### src/hw/rtl/tlbf_pkg.sv
// shared types, constants and helpers for the fifo/lru translation buffer
package tlbf_pkg;

	// default number of entries
	localparam int TLB_DEPTH_DEF = 16;

	// field widths
	localparam int ADDR_W   = 32;
	localparam int PID_W    = 16;
	localparam int FRAME_W  = 20;
	localparam int OFS_W    = 16;
	localparam int PAGE_W   = 28;
	localparam int STAMP_W  = 32;
	localparam int FILL_W   = STAMP_W + FRAME_W;
	localparam int PADDR_W  = 4;
	localparam int PDATA_W  = 32;
	localparam int CFG_W    = 5;

	// offset width limits
	localparam logic [CFG_W-1:0] OFS_BITS_MIN = 5'd4;
	localparam logic [CFG_W-1:0] OFS_BITS_MAX = 5'd16;

	// register reset values
	localparam logic [CFG_W-1:0] OFS_BITS_RST = 5'd12;
	localparam logic [CFG_W-1:0] CAP_RST      = 5'd16;

	// register indexes
	typedef enum logic [1:0] {
		REG_PAGE_OFFSET = 2'd0,
		REG_CAPACITY    = 2'd1,
		REG_MODE        = 2'd2
	} reg_idx_t;

	// input action codes
	localparam logic ACT_TRANSLATE = 1'b0;

	// replacement mode codes
	localparam logic MODE_FIFO = 1'b0;

	// result status codes
	typedef enum logic [1:0] {
		ST_HIT        = 2'd0,
		ST_MISS       = 2'd1,
		ST_FILLED     = 2'd2,
		ST_FILL_ERROR = 2'd3
	} status_t;

	// classified command kinds
	typedef enum logic [1:0] {
		CMD_TRANSLATE,
		CMD_FILL,
		CMD_FILL_ERR
	} cmd_kind_t;

	// back-end sequencer states
	typedef enum logic [2:0] {
		BK_IDLE,
		BK_EXEC,
		BK_READ,
		BK_SCAN,
		BK_REPL,
		BK_DONE
	} back_state_t;

	// command handed from front to back
	typedef struct packed {
		cmd_kind_t            kind;
		logic [PID_W-1:0]     pid;
		logic [PAGE_W-1:0]    page;
		logic [FRAME_W-1:0]   frame;
		logic [OFS_W-1:0]     offset;
		logic [ADDR_W-1:0]    phys;
	} cmd_t;

	// configuration seen by the back end
	typedef struct packed {
		logic [CFG_W-1:0] ofs_bits;
		logic [CFG_W-1:0] capacity;
		logic             mode;
	} cfg_t;

	// one result item
	typedef struct packed {
		status_t            status;
		logic [ADDR_W-1:0]  phys;
		logic [3:0]         idx;
	} res_t;

	// frame shifted up by the page size plus the offset, modulo 2^32
	function automatic logic [ADDR_W-1:0] make_phys(input logic [FRAME_W-1:0] frame,
		input logic [OFS_W-1:0] offset, input logic [CFG_W-1:0] bits);
		logic [ADDR_W-1:0] base;
		base = {12'b0, frame} << bits;
		return base + {16'b0, offset};
	endfunction

endpackage

### src/hw/rtl/tlbf_ram.sv
// generic single write port ram with registered read
module tlbf_ram #(
	parameter int WIDTH = 32,
	parameter int DEPTH = 16,
	localparam int AW = (DEPTH > 1) ? $clog2(DEPTH) : 1
) (
	input  logic             clk,
	input  logic             we,
	input  logic [AW-1:0]    waddr,
	input  logic [WIDTH-1:0] wdata,
	input  logic [AW-1:0]    raddr,
	output logic [WIDTH-1:0] rdata
);

	logic [WIDTH-1:0] mem_q [DEPTH];
	logic [WIDTH-1:0] rdata_q;

	// write port and registered read port
	always_ff @(posedge clk) begin
		if (we) begin
			mem_q[waddr] <= wdata;
		end
		rdata_q <= mem_q[raddr];
	end

	assign rdata = rdata_q;

endmodule

### src/hw/rtl/tlbf_front.sv
// front end: unpacks input items and classifies them into commands
module tlbf_front import tlbf_pkg::*; (
	input  logic               s_tvalid,
	output logic               s_tready,
	input  logic [71:0]        s_tdata,   // logical_address, process_id, frame_number, frame_error
	input  logic [0:0]         s_tuser,   // action
	input  logic [CFG_W-1:0]   ofs_bits,
	output logic               push_valid,
	input  logic               push_ready,
	output cmd_t               push_cmd
);

	logic [ADDR_W-1:0]  laddr;
	logic [PID_W-1:0]   pid;
	logic [FRAME_W-1:0] frame;
	logic               ferr;
	logic [ADDR_W-1:0]  shifted;
	logic [OFS_W:0]     ofs_lim;
	logic [OFS_W:0]     ofs_mask;
	logic [OFS_W-1:0]   offset;

	// unpack the item
	assign laddr = s_tdata[31:0];
	assign pid   = s_tdata[47:32];
	assign frame = s_tdata[67:48];
	assign ferr  = s_tdata[68];

	// split address into page and offset
	assign shifted  = laddr >> ofs_bits;
	assign ofs_lim  = (OFS_W+1)'(1) << ofs_bits;
	assign ofs_mask = ofs_lim - (OFS_W+1)'(1);
	assign offset   = laddr[OFS_W-1:0] & ofs_mask[OFS_W-1:0];

	// classify and build the command
	always_comb begin
		push_cmd.pid    = pid;
		push_cmd.page   = shifted[PAGE_W-1:0];
		push_cmd.frame  = frame;
		push_cmd.offset = offset;
		push_cmd.phys   = make_phys(frame, offset, ofs_bits);
		if (s_tuser[0] == ACT_TRANSLATE) begin
			push_cmd.kind = CMD_TRANSLATE;
		end else if (ferr) begin
			push_cmd.kind = CMD_FILL_ERR;
		end else begin
			push_cmd.kind = CMD_FILL;
		end
	end

	// handshake
	assign push_valid = s_tvalid;
	assign s_tready   = push_ready;

endmodule

### src/hw/rtl/tlbf_queue.sv
// two-entry command queue between front and back
module tlbf_queue import tlbf_pkg::*; (
	input  logic clk,
	input  logic arst_n,
	input  logic push_valid,
	output logic push_ready,
	input  cmd_t push_cmd,
	output logic pop_valid,
	input  logic pop,
	output cmd_t pop_cmd
);

	cmd_t       slot_q [2];
	logic       wr_ptr_q;
	logic       rd_ptr_q;
	logic [1:0] count_q;
	logic       do_push;
	logic       do_pop;

	assign push_ready = (count_q != 2'd2);
	assign pop_valid  = (count_q != 2'd0);
	assign pop_cmd    = slot_q[rd_ptr_q];
	assign do_push    = push_valid && push_ready;
	assign do_pop     = pop && pop_valid;

	// pointers and fill level
	always_ff @(posedge clk or negedge arst_n) begin
		if (!arst_n) begin
			wr_ptr_q <= 1'b0;
			rd_ptr_q <= 1'b0;
			count_q  <= 2'd0;
		end else begin
			if (do_push) begin
				wr_ptr_q <= ~wr_ptr_q;
			end
			if (do_pop) begin
				rd_ptr_q <= ~rd_ptr_q;
			end
			if (do_push && !do_pop) begin
				count_q <= count_q + 2'd1;
			end else if (do_pop && !do_push) begin
				count_q <= count_q - 2'd1;
			end
		end
	end

	// slot storage
	always_ff @(posedge clk) begin
		if (do_push) begin
			slot_q[wr_ptr_q] <= push_cmd;
		end
	end

endmodule

### src/hw/rtl/tlbf_back.sv
// back end: tag match, victim scan, entry update and result register
module tlbf_back import tlbf_pkg::*; #(
	parameter int TLB_DEPTH = TLB_DEPTH_DEF
) (
	input  logic clk,
	input  logic arst_n,
	input  logic q_valid,
	input  cmd_t q_cmd,
	output logic q_pop,
	input  cfg_t cfg,
	output logic m_valid,
	input  logic m_ready,
	output res_t m_res
);

	localparam int IDXW  = (TLB_DEPTH > 1) ? $clog2(TLB_DEPTH) : 1;
	localparam int CNTB  = $clog2(TLB_DEPTH + 1);
	localparam int CAPW  = (CNTB > CFG_W) ? CNTB : CFG_W;

	// widen an entry number to the 4-bit result field
	function automatic logic [3:0] idx4(input logic [IDXW-1:0] x);
		logic [IDXW+3:0] w;
		w = {4'b0000, x};
		return w[3:0];
	endfunction

	back_state_t        state_q, state_nx;
	cmd_t               cmd_q;
	logic [CAPW-1:0]    occ_q;
	logic [STAMP_W-1:0] counter_q;
	logic [PID_W-1:0]   proc_q [TLB_DEPTH];
	logic [PAGE_W-1:0]  page_q [TLB_DEPTH];
	logic [IDXW-1:0]    rd_idx_q;
	logic [IDXW-1:0]    vic_q;
	logic [STAMP_W-1:0] best_q;
	res_t               res_q;
	logic               out_valid_q;
	res_t               out_res_q;

	logic [CAPW-1:0]    cap;
	logic [CAPW-1:0]    live;
	logic [TLB_DEPTH-1:0] match;
	logic               hit_any;
	logic [IDXW-1:0]    hit_idx;
	logic [STAMP_W-1:0] counter_inc;
	logic [FILL_W-1:0]  fill_rdata;
	logic [STAMP_W-1:0] used_rdata;
	logic [STAMP_W-1:0] stamp_sel;
	logic               take;
	logic [CAPW-1:0]    rd_next;
	logic               scan_last;
	logic               has_room;
	logic               out_free;

	// control from the per-state block
	logic [IDXW-1:0]    ram_raddr;
	logic               wr_en;
	logic [IDXW-1:0]    wr_idx;
	logic               touch_en;
	logic               res_load;
	res_t               res_nx;
	logic               cnt_inc;
	logic               occ_inc;
	logic               scan_start;
	logic               scan_step;
	logic               out_load;

	logic               used_we;
	logic [IDXW-1:0]    used_waddr;
	logic [STAMP_W-1:0] used_wdata;

	// capacity clamp and live entries
	assign cap = (CAPW'(cfg.capacity) > CAPW'(TLB_DEPTH)) ? CAPW'(TLB_DEPTH)
		: CAPW'(cfg.capacity);
	assign live        = (occ_q < cap) ? occ_q : cap;
	assign has_room    = (occ_q < cap);
	assign counter_inc = counter_q + STAMP_W'(1);
	assign out_free    = !out_valid_q || m_ready;

	// parallel tag compare over live entries
	always_comb begin
		for (int i = 0; i < TLB_DEPTH; i++) begin
			match[i] = (CAPW'(i) < live) && (proc_q[i] == cmd_q.pid)
				&& (page_q[i] == cmd_q.page);
		end
	end

	// lowest matching entry
	always_comb begin
		hit_idx = '0;
		for (int i = TLB_DEPTH - 1; i >= 0; i--) begin
			if (match[i]) begin
				hit_idx = IDXW'(i);
			end
		end
	end
	assign hit_any = |match;

	// victim scan compare on the entry read last cycle
	assign stamp_sel = (cfg.mode == MODE_FIFO) ? fill_rdata[FILL_W-1:FRAME_W] : used_rdata;
	assign take      = (rd_idx_q == '0) || (stamp_sel < best_q);
	assign rd_next   = CAPW'(rd_idx_q) + CAPW'(1);
	assign scan_last = (rd_next >= cap);

	// next state
	always_comb begin
		state_nx = state_q;
		case (state_q)
			BK_IDLE: begin
				if (q_valid) begin
					state_nx = BK_EXEC;
				end
			end
			BK_EXEC: begin
				state_nx = BK_DONE;
				case (cmd_q.kind)
					CMD_TRANSLATE: begin
						if (live != '0 && hit_any) begin
							state_nx = BK_READ;
						end
					end
					CMD_FILL: begin
						if (!has_room && cap != '0) begin
							state_nx = BK_SCAN;
						end
					end
					default: state_nx = BK_DONE;
				endcase
			end
			BK_READ: state_nx = BK_DONE;
			BK_SCAN: begin
				if (scan_last) begin
					state_nx = BK_REPL;
				end
			end
			BK_REPL: state_nx = BK_DONE;
			BK_DONE: begin
				if (out_free) begin
					state_nx = BK_IDLE;
				end
			end
			default: state_nx = BK_IDLE;
		endcase
	end

	// per-state controls
	always_comb begin
		q_pop       = 1'b0;
		ram_raddr   = '0;
		wr_en       = 1'b0;
		wr_idx      = '0;
		touch_en    = 1'b0;
		res_load    = 1'b0;
		res_nx      = res_q;
		cnt_inc     = 1'b0;
		occ_inc     = 1'b0;
		scan_start  = 1'b0;
		scan_step   = 1'b0;
		out_load    = 1'b0;
		case (state_q)
			BK_IDLE: begin
				q_pop = q_valid;
			end
			BK_EXEC: begin
				res_load = 1'b1;
				res_nx.phys = '0;
				res_nx.idx  = '0;
				case (cmd_q.kind)
					CMD_TRANSLATE: begin
						res_nx.status = ST_MISS;
						if (live != '0) begin
							cnt_inc = 1'b1;
							if (hit_any) begin
								touch_en      = 1'b1;
								ram_raddr     = hit_idx;
								res_nx.status = ST_HIT;
								res_nx.idx    = idx4(hit_idx);
							end
						end
					end
					CMD_FILL: begin
						res_nx.status = ST_FILLED;
						res_nx.phys   = cmd_q.phys;
						if (has_room) begin
							wr_en      = 1'b1;
							wr_idx     = occ_q[IDXW-1:0];
							occ_inc    = 1'b1;
							res_nx.idx = idx4(occ_q[IDXW-1:0]);
						end else if (cap != '0) begin
							scan_start = 1'b1;
							ram_raddr  = '0;
						end
					end
					default: begin
						res_nx.status = ST_FILL_ERROR;
					end
				endcase
			end
			BK_READ: begin
				res_load    = 1'b1;
				res_nx.phys = make_phys(fill_rdata[FRAME_W-1:0], cmd_q.offset, cfg.ofs_bits);
			end
			BK_SCAN: begin
				scan_step = 1'b1;
				ram_raddr = rd_next[IDXW-1:0];
			end
			BK_REPL: begin
				wr_en      = 1'b1;
				wr_idx     = vic_q;
				res_load   = 1'b1;
				res_nx.idx = idx4(vic_q);
			end
			BK_DONE: begin
				out_load = out_free;
			end
			default: begin
				q_pop = 1'b0;
			end
		endcase
	end

	// last-use ram port: fill stamps current count, hit stamps the bumped count
	assign used_we    = wr_en || touch_en;
	assign used_waddr = wr_en ? wr_idx : hit_idx;
	assign used_wdata = wr_en ? counter_q : counter_inc;

	// insertion stamp and frame per entry
	tlbf_ram #(
		.WIDTH(FILL_W),
		.DEPTH(TLB_DEPTH)
	) u_fill_ram (
		.clk   (clk),
		.we    (wr_en),
		.waddr (wr_idx),
		.wdata ({counter_q, cmd_q.frame}),
		.raddr (ram_raddr),
		.rdata (fill_rdata)
	);

	// last-use stamp per entry
	tlbf_ram #(
		.WIDTH(STAMP_W),
		.DEPTH(TLB_DEPTH)
	) u_used_ram (
		.clk   (clk),
		.we    (used_we),
		.waddr (used_waddr),
		.wdata (used_wdata),
		.raddr (ram_raddr),
		.rdata (used_rdata)
	);

	// control state
	always_ff @(posedge clk or negedge arst_n) begin
		if (!arst_n) begin
			state_q     <= BK_IDLE;
			occ_q       <= '0;
			counter_q   <= '0;
			out_valid_q <= 1'b0;
		end else begin
			state_q <= state_nx;
			if (occ_inc) begin
				occ_q <= occ_q + CAPW'(1);
			end
			if (cnt_inc) begin
				counter_q <= counter_inc;
			end
			if (out_load) begin
				out_valid_q <= 1'b1;
			end else if (m_ready) begin
				out_valid_q <= 1'b0;
			end
		end
	end

	// payload: command, tags, scan and results
	always_ff @(posedge clk) begin
		if (q_pop) begin
			cmd_q <= q_cmd;
		end
		if (wr_en) begin
			proc_q[wr_idx] <= cmd_q.pid;
			page_q[wr_idx] <= cmd_q.page;
		end
		if (scan_start) begin
			rd_idx_q <= '0;
		end else if (scan_step) begin
			rd_idx_q <= rd_next[IDXW-1:0];
			if (take) begin
				best_q <= stamp_sel;
				vic_q  <= rd_idx_q;
			end
		end
		if (res_load) begin
			res_q <= res_nx;
		end
		if (out_load) begin
			out_res_q <= res_q;
		end
	end

	assign m_valid = out_valid_q;
	assign m_res   = out_res_q;

endmodule

### src/hw/rtl/tlb_fifo_lru_translation.sv
// top level: configuration registers, front end, command queue and back end
//
//  channel  | signals                          | moves
//  ---------+----------------------------------+------------------------------------
//  s_axis   | s_tvalid s_tready s_tdata s_tuser | translate or fill request item
//  m_axis   | m_tvalid m_tready m_tdata m_tuser | one result item per request
//  apb      | psel penable pwrite paddr pwdata  | page offset bits, capacity, mode
//
// the back-end sequencer handles one item at a time: a miss, fill error or fill
// into free space passes idle, exec and done; a hit adds a read state (registered
// read of the frame ram), and a fill that evicts adds a scan over the capacity (one
// entry scanned per cycle through the stamp rams) and a replace state. done waits for a free
// output register. a two-item queue lets the input keep accepting while the back end works
// and a result waits in the output register. reset clears occupancy, the access counter and all handshakes.
module tlb_fifo_lru_translation import tlbf_pkg::*; #(
	parameter int TLB_DEPTH = TLB_DEPTH_DEF
) (
	input  logic               clk,
	input  logic               arst_n,
	input  logic               s_tvalid,
	output logic               s_tready,
	input  logic [71:0]        s_tdata,   // logical_address, process_id, frame_number, frame_error
	input  logic [0:0]         s_tuser,   // action
	output logic               m_tvalid,
	input  logic               m_tready,
	output logic [39:0]        m_tdata,   // physical_address, entry_index
	output logic [1:0]         m_tuser,   // status
	input  logic               psel,
	input  logic               penable,
	input  logic               pwrite,
	input  logic [PADDR_W-1:0] paddr,
	input  logic [PDATA_W-1:0] pwdata,
	output logic [PDATA_W-1:0] prdata,
	output logic               pready
);

	logic [CFG_W-1:0] ofs_bits_q;
	logic [CFG_W-1:0] capacity_q;
	logic             mode_q;
	logic [CFG_W-1:0] ofs_bits_c;
	logic             cfg_wr;
	reg_idx_t         reg_idx;
	cfg_t             cfg;

	logic push_valid;
	logic push_ready;
	cmd_t push_cmd;
	logic pop_valid;
	logic pop;
	cmd_t pop_cmd;
	res_t res;

	// register file
	assign pready  = 1'b1;
	assign cfg_wr  = psel && penable && pwrite;
	assign reg_idx = reg_idx_t'(paddr[3:2]);

	always_ff @(posedge clk or negedge arst_n) begin
		if (!arst_n) begin
			ofs_bits_q <= OFS_BITS_RST;
			capacity_q <= CAP_RST;
			mode_q     <= MODE_FIFO;
		end else if (cfg_wr) begin
			case (reg_idx)
				REG_PAGE_OFFSET: ofs_bits_q <= pwdata[CFG_W-1:0];
				REG_CAPACITY:    capacity_q <= pwdata[CFG_W-1:0];
				REG_MODE:        mode_q     <= pwdata[0];
				default:         mode_q     <= mode_q;
			endcase
		end
	end

	// register read
	always_comb begin
		case (reg_idx)
			REG_PAGE_OFFSET: prdata = {27'b0, ofs_bits_q};
			REG_CAPACITY:    prdata = {27'b0, capacity_q};
			REG_MODE:        prdata = {31'b0, mode_q};
			default:         prdata = '0;
		endcase
	end

	// offset width clamped to the supported range
	assign ofs_bits_c = (ofs_bits_q < OFS_BITS_MIN) ? OFS_BITS_MIN
		: (ofs_bits_q > OFS_BITS_MAX) ? OFS_BITS_MAX : ofs_bits_q;

	assign cfg.ofs_bits = ofs_bits_c;
	assign cfg.capacity = capacity_q;
	assign cfg.mode     = mode_q;

	tlbf_front u_front (
		.s_tvalid   (s_tvalid),
		.s_tready   (s_tready),
		.s_tdata    (s_tdata),
		.s_tuser    (s_tuser),
		.ofs_bits   (ofs_bits_c),
		.push_valid (push_valid),
		.push_ready (push_ready),
		.push_cmd   (push_cmd)
	);

	tlbf_queue u_queue (
		.clk        (clk),
		.arst_n     (arst_n),
		.push_valid (push_valid),
		.push_ready (push_ready),
		.push_cmd   (push_cmd),
		.pop_valid  (pop_valid),
		.pop        (pop),
		.pop_cmd    (pop_cmd)
	);

	tlbf_back #(
		.TLB_DEPTH(TLB_DEPTH)
	) u_back (
		.clk     (clk),
		.arst_n  (arst_n),
		.q_valid (pop_valid),
		.q_cmd   (pop_cmd),
		.q_pop   (pop),
		.cfg     (cfg),
		.m_valid (m_tvalid),
		.m_ready (m_tready),
		.m_res   (res)
	);

	// pack the result item
	assign m_tdata = {4'b0000, res.idx, res.phys};
	assign m_tuser = res.status;

endmodule

### config.mk
export PLATFORM = sky130hd
export DESIGN_NAME = tlb_fifo_lru_translation
export DESIGN_NICKNAME = d
export VERILOG_FILES = /design/src/hw/rtl/tlbf_pkg.sv /design/src/hw/rtl/tlbf_ram.sv /design/src/hw/rtl/tlbf_front.sv /design/src/hw/rtl/tlbf_queue.sv /design/src/hw/rtl/tlbf_back.sv /design/src/hw/rtl/tlb_fifo_lru_translation.sv
export SDC_FILE = /design/constraint.sdc
export NUM_CORES = 2
export LEC_CHECK = 0
export CAP_MARGIN = 30
export CORE_MARGIN = 3
export CORE_UTILIZATION = 57
export DETAILED_ROUTE_END_ITERATION = 7
export DONT_BUFFER_PORTS = 1
export PLACE_DENSITY = 0.75
export SYNTH_ARGS = -nofsm -noshare
export SYNTH_HDL_FRONTEND = slang
export SYNTH_SLANG_ARGS = --single-unit
### constraint.sdc
create_clock -name clk -period 6.85 [get_ports clk]
set_input_delay 0.685 -clock clk [delete_from_list [all_inputs] [get_ports clk]]
set_output_delay 0.685 -clock clk [all_outputs]
set_load 0.01 [all_outputs]
Yosys cells after proc, flatten, opt, wreduce, memory -nomap -nowiden
Memories as Yosys holds them, arrays and structs flattened. A register that Yosys moved wholly into a read port is not among the register bits.
Cells that the tools add are included.

storage, ports and cells
  bits of input ports = 116
  output and inout bits = 77
  memories = 5
  logic and storage cells = 251
  RAM bits = 2276
  register bits = 172

memory list
  memory                   words  width  read ports  clocked after memory_dff  write ports  line              source
  u_back.u_fill_ram.mem_q  16     52     1           1                         1            tlbf_ram.sv:15    logic [WIDTH-1:0] mem_q [DEPTH];
  u_back.u_used_ram.mem_q  16     32     1           1                         1            tlbf_ram.sv:15
  u_back.page_q            16     28     16          0                         1            tlbf_back.sv:32   logic [PAGE_W-1:0] page_q [TLB_DEPTH];
  u_back.proc_q            16     16     16          0                         1            tlbf_back.sv:31   logic [PID_W-1:0] proc_q [TLB_DEPTH];
  u_queue.slot_q           2      114    1           1                         1            tlbf_queue.sv:13  cmd_t slot_q [2];

cells by class
  add/subtract/negate cells = 8
  equality and inequality tests = 44
  bitwise logic cells = 4
  shift operators = 4
  $lt $le $gt $ge = 22
  mux-type cells = 76
  reduce and logical (&&, ||, !) cells = 69

operators with widths
  kind                     count
  $eq A28 B28 Y1           16
  $eq A16 B16 Y1           16
  $mux W32                 3
  $mux W4                  22
  $add A32 B16 Y32         2
  $pmux W32 S2             1
  $shl A20 B5 Y32          2
  $logic_and A1 B1 Y1      40
  $lt A4 B5 Y1 const A     8
  $add A32 B1 Y32 const B  1
  $lt A32 B32 Y1           1
  $pmux W4 S2              4
  $shr A32 B5 Y28          1
  $mux W1                  28
  $lt A3 B5 Y1 const A     4
  $mux W5                  4
  $and A16 B16 Y16         1
  $reduce_or A16 Y1        1
  $shl A1 B5 Y16 const A   1
  $sub A16 B1 Y16 const B  1
  $mux W3                  5
  $pmux W3 S5              1
  $pmux W5 S3              1
  $reduce_and A2 Y1        6
  32 further kinds         57

Logic depth before layout (Yosys ltp)
  word-level depth = 27
  gate-level depth with buffers = 22

Modules after synthesis
A second synthesis with hierarchy kept.

second synthesis, totals
  cells, all modules = 6338
  area total of the unflattened synthesis = 110745.0 µm²

by module, submodules not included
  module                        area an instance (µm²)  times used  cells each  sequential area each (µm²)
  tlbf_back                     44450.1                 1           3068        29032.8
  tlbf_ram (u_back.u_fill_ram)  32217.1                 1           1344        26025.0
  tlbf_ram (u_back.u_used_ram)  19835.3                 1           838         16015.4
  tlbf_queue                    8620.8                  1           373         6946.7
  tlbf_front                    4774.6                  1           632         0.0
  tlb_fifo_lru_translation      847.1                   1           83          279.0

Worst setup path before layout
Ideal clock, no wire load.

  kind = register -> register
  start = register capacity_q[4]
  end = memory u_back.page_q[0][0] (enable)
  setup slack = -0.501 ns
  setup time = 0.552 ns
  data arrival time = 6.799 ns
  stages on the path, launching flop included = 15
  cell sequence = dfstp_2 buf_2 nor2b_1 inv_1 ha_1 a211oi_1 o21ai_1 buf_4 nand2_4 and3_1 or2_2 clkbuf_1 buf_1 nand2b_1 nor2_1

between the ends
  longest elaborated chain between the ends = 8

RTL lines
  element                        line                            source
  start, declared                tlb_fifo_lru_translation.sv:38  logic [CFG_W-1:0] capacity_q;
  start signal, assigned         tlb_fifo_lru_translation.sv:66  REG_CAPACITY: capacity_q <= pwdata[CFG_W-1:0];
  $gt A5 B5 Y1                   tlbf_back.sv:73                 assign cap = (CAPW'(cfg.capacity) > CAPW'(TLB_DEPTH)) ? CAPW'(TLB_DEPTH)
  $mux W5 *                      tlbf_back.sv:73
  $lt A5 B5 Y1 *                 tlbf_back.sv:76                 assign has_room = (occ_q < cap);
  $mux W1                        tlbf_back.sv:184                if (has_room) begin
  $mux W1                        tlbf_back.sv:168                case (cmd_q.kind)
  $pmux W1 S2                    tlbf_back.sv:160                case (state_q)
  $mux W1                        tlbf_back.sv:281                if (wr_en) begin
  $mux W1 (implied by the code)  tlbf_back.sv:283                page_q[wr_idx] <= cmd_q.page;
  end, declared                  tlbf_back.sv:32

Every way passes the cells marked *; elsewhere a longest branch is shown, timed or not.

Final worst setup path
  start = register capacity_q[3]
  end = memory u_back.u_used_ram.mem_q[28][28] (netlist: u_back.u_used_ram.mem_q[14][28]) (enable)

between the ends
  longest elaborated chain between the ends = 24

RTL lines
  element                 line                              source
  $gt A5 B5 Y1            tlbf_back.sv:73
  $mux W5 *               tlbf_back.sv:73
  $lt A5 B5 Y1            tlbf_back.sv:75, tlbf_back.sv:76
  $mux W5                 tlbf_back.sv:75                   assign live = (occ_q < cap) ? occ_q : cap;
  $lt A4 B5 Y1            tlbf_back.sv:83                   match[i] = (CAPW'(i) < live) && (proc_q[i] == cmd_q.pid)
  $logic_and A1 B1 Y1     tlbf_back.sv:83
  $logic_and A1 B1 Y1     tlbf_back.sv:84                   && (page_q[i] == cmd_q.page);
  $mux W4 (16 in series)  tlbf_back.sv:92                   if (match[i]) begin
  $mux W4                 tlbf_back.sv:224                  assign used_waddr = wr_en ? wr_idx : hit_idx;
  end, declared           tlbf_ram.sv:15

Marked as above.

==> results.yml <==
outcome:
  status: "finished clean"
clock_network:
  postCtsResizedCells: 0
  cts_root_buf: "clkbuf_16"
  path_clk_slew_ns: 0.06
  cts_tree: "yes"
  clk_latency_ns: 0.93
  clockBufferDepth: 4
  clock_sinks: 2646
  cts_htree_levels: 5
  cts_hold_buf: 51
  cts_buffers: 276
  cts_setup_buffers: 0
route:
  dr.pass1.iters: 6
  drt-total-wl_mm: 272
  drtAntennaViolNets: 0
  vias: 64300
  via_per_inst: 6.17
  drc_errors: 0
  dr.first_iter.drc_count: 7761
  wl_per_cell_microns: 26.1
critical_path:
  crit_path_max_fanout: 19
  cp.arrival_ns: 6.25
  max_stage_delay_ns: 0.53
  path_buf_inv: 3
  startpoint_type: "flip-flop"
  slowest_stage: "dfrtp_1"
  critPathTopFamily: "compound AO/OA/AOI/OAI gates"
  required_ns: 7.39
  path_class: "flip-flop to flip-flop"
  cp_cell_sequence: "nor2b_1, inv_1, ha_1, a211oi_1, o21ai_1, buf_4, nand3_1, nand2_1, o32ai_1, a211oi_1, o21ai_0, and3_1, a221o_1, a21boi_0, nand2_1, nor2_4, buf_4"
  endpoint_kind: "flip-flop"
logic_synthesis:
  postSynthAreaPerCell_sq_um: 15.1
  yosys.cell_types.count: 99
  syn_area_sq_um: 112000
  synth_edf_count: 2502
  synth_warnings: 0
  ys_seq_elements: 2646
  seq_area_frac_synth_pct: 70.1
  synth_flop_cell: "edfxtp_1"
  async_reset_ff_share_pct: 2.12
  netlist_instances: 7394
floorplan:
  die_h_microns: 449
  die_w_microns: 449
  dieArea_sq_um: 201000
  boundaryPins: 193
  coreArea_sq_um: 194000
  num_rows: 161
  initial_utilization_pct: 57.7
sta:
  slew_headroom_pct: 22.3
  tns_ns: 0
  worst_pin_slew_ns: 1.16
  hold_viol_final: 0
  final.period_utilization_pct: 83.3
  slew_violations: 0
  finalClockSkew_ns: 0.0642
  finalCriticalPeriod_ns: 5.71
  final-setup-viol-count: 0
  fmax_ghz: 0.175
  rsz0062_at_grt: "no"
pwr:
  peakVddDrop_v: 0.000304
  power.density_nw_per_um2: 385
  p_total_w: 0.0482
  p_leak_nw: 44.2
cells_and_area:
  final_cell_mix: "2502 x edfxtp_1, 693 x nand2_1, 658 x mux2i_1"
  area_growth_syn_to_layout_pct: 12.1
  fillers: 13200
  final_util_pct: 64.7
  nets: 7806
  stdcell_count: 10400
  final_common_cell: "edfxtp_1"
  drive_gt1_share_pct: 12.0
global_routing:
  grt_antenna_before_repair: 5
  grt_max_degree: 106
  grt-ovfl-total: 0
  track_usage_pct: 26.5
  grt_first_pass_wirelength_mm: 404
  grt_pass1_vias: 63500
placed_design:
  dp_hpwl_mm: 156
  place_congestion: 0.921
  port_buffers: 0
  dpl.cell_count: 9872
run:
  drv_cap: 0
min_path:
  min-delay-path-class: "primary input to flip-flop"
cells in the mapped netlist (all sizes together), types with 8 or more instances:
master / count / area, sq um
a211o: 31 / 272
a211oi: 20 / 155
a21boi: 15 / 116
a21o: 19 / 143
a21oi: 233 / 1170
a22o: 58 / 509
a22oi: 46 / 345
a311oi: 16 / 153
a31oi: 11 / 83.8
a32oi: 58 / 508
and2: 25 / 159
and3: 34 / 213
buf: 320 / 2140
clkbuf: 115 / 432
dfrtp: 53 / 1330
dfxtp: 88 / 1760
edfxtp: 2502 / 75100
ha: 78 / 976
inv: 77 / 289
mux2: 190 / 2140
mux2i: 659 / 6610
mux4: 11 / 248
nand2: 696 / 2620
nand2b: 22 / 153
nand3: 217 / 1090
nand4: 228 / 1430
nor2: 200 / 780
nor2b: 18 / 113
nor3: 87 / 440
nor4: 74 / 497
o211ai: 65 / 493
o21a: 13 / 105
o21ai: 182 / 922
o31ai: 11 / 92.6
or2: 12 / 75.1
or3: 8 / 50.1
xnor2: 644 / 5640
xor2: 188 / 1650
report_power, final:
part | total [W] | switching [W] | leakage [nW] | internal [W]
sequential | 0.0225 | 0.00146 | 23.4 | 0.0211
clock | 0.0141 | 0.00585 | 4.10 | 0.00827
combinational | 0.0115 | 0.00733 | 16.8 | 0.00417
total | 0.0482 | 0.0146 | 44.2 | 0.0335
metrics by stage:
stage          instance area [sq um]  setup slack, ns  hold WS [ns]
2_1_floorplan                 112000           -0.501         0.389
3_3_place_gp                  116000             1.36         0.401
3_5_place_dp                  116000             1.35         0.401
4_1_cts                       125000             1.28       0.00250
5_1_grt                       125000            0.931        0.0305
6_report                      125000             1.14        0.0669
sequential cells by signal, summed over array words and instances, names as in the netlist, 2 cells and up:
register                 cells
u_back.proc_q              256
u_back.counter_q            32
u_back.u_fill_ram.rdata     52
u_queue.count_q              2
u_back.page_q              448
u_back.best_q               32
u_back.u_fill_ram.mem_q    832
capacity_q                   5
u_back.rd_idx_q              4
u_queue.slot_q             228
u_back.cmd_q               114
u_back.res_q                38
u_back.state_q               3
u_back.m_res                38
u_back.u_used_ram.mem_q    512
u_back.vic_q                 4
ofs_bits_q                   5
u_back.u_used_ram.rdata     32
u_back.occ_q                 5
layout make-up:
| type | instances | area, sq um | share of cell area [%] |
|---|---|---|---|
| diodes | 3 | 7.51 | 0.00600 |
| clock buffers | 362 | 7460 | 5.95 |
| clock inverters | 107 | 967 | 0.772 |
| inverters | 77 | 292 | 0.233 |
| multi-input cells | 4278 | 31100 | 24.8 |
| flip-flops and latches | 2646 | 78300 | 62.5 |
| well taps | 2608 | 3260 | 2.61 |
| repair buffers | 331 | 3850 | 3.08 |
final timing paths:
check,end,slack [ns],startpoint,cells after the start
worst max-delay path,u_back.u_used_ram.mem_q[14][28],1.14,capacity_q[3],17
worst min-delay path,u_queue.slot_q[1][112],0.07,s_tdata[68],1
worst max register to register,u_back.u_used_ram.mem_q[14][28],1.14,capacity_q[3],17
worst min register to register,u_back.m_res[11],0.42,u_back.res_q[11],0
max in group asynchronous,ofs_bits_q[2],6.12,arst_n,2
min in group asynchronous,u_back.counter_q[12],0.36,arst_n,2
logic make-up (layout without fill, tap and decap cells):
group           Yosys count  in the layout  share of synthesized area (%)
flops                  2646           2646                           70.1
simple gates           1644           1644                           7.00
mux                     860            860                           8.05
xor+xnor                832            832                           6.52
compound gates          818            818                           4.86
buf+inv                 512            877                           2.56
fa+ha+maj                80             80                          0.909
other cells               2             47                        0.00672
metal layers:
metal	global-route usage, %	wire length (microns)
met5	0	13
met3	4.07	22200
met2	42.5	129000
met1	36.8	110000
met4	10.3	10600
No activity file was read; power rests on OpenSTA's default activity.
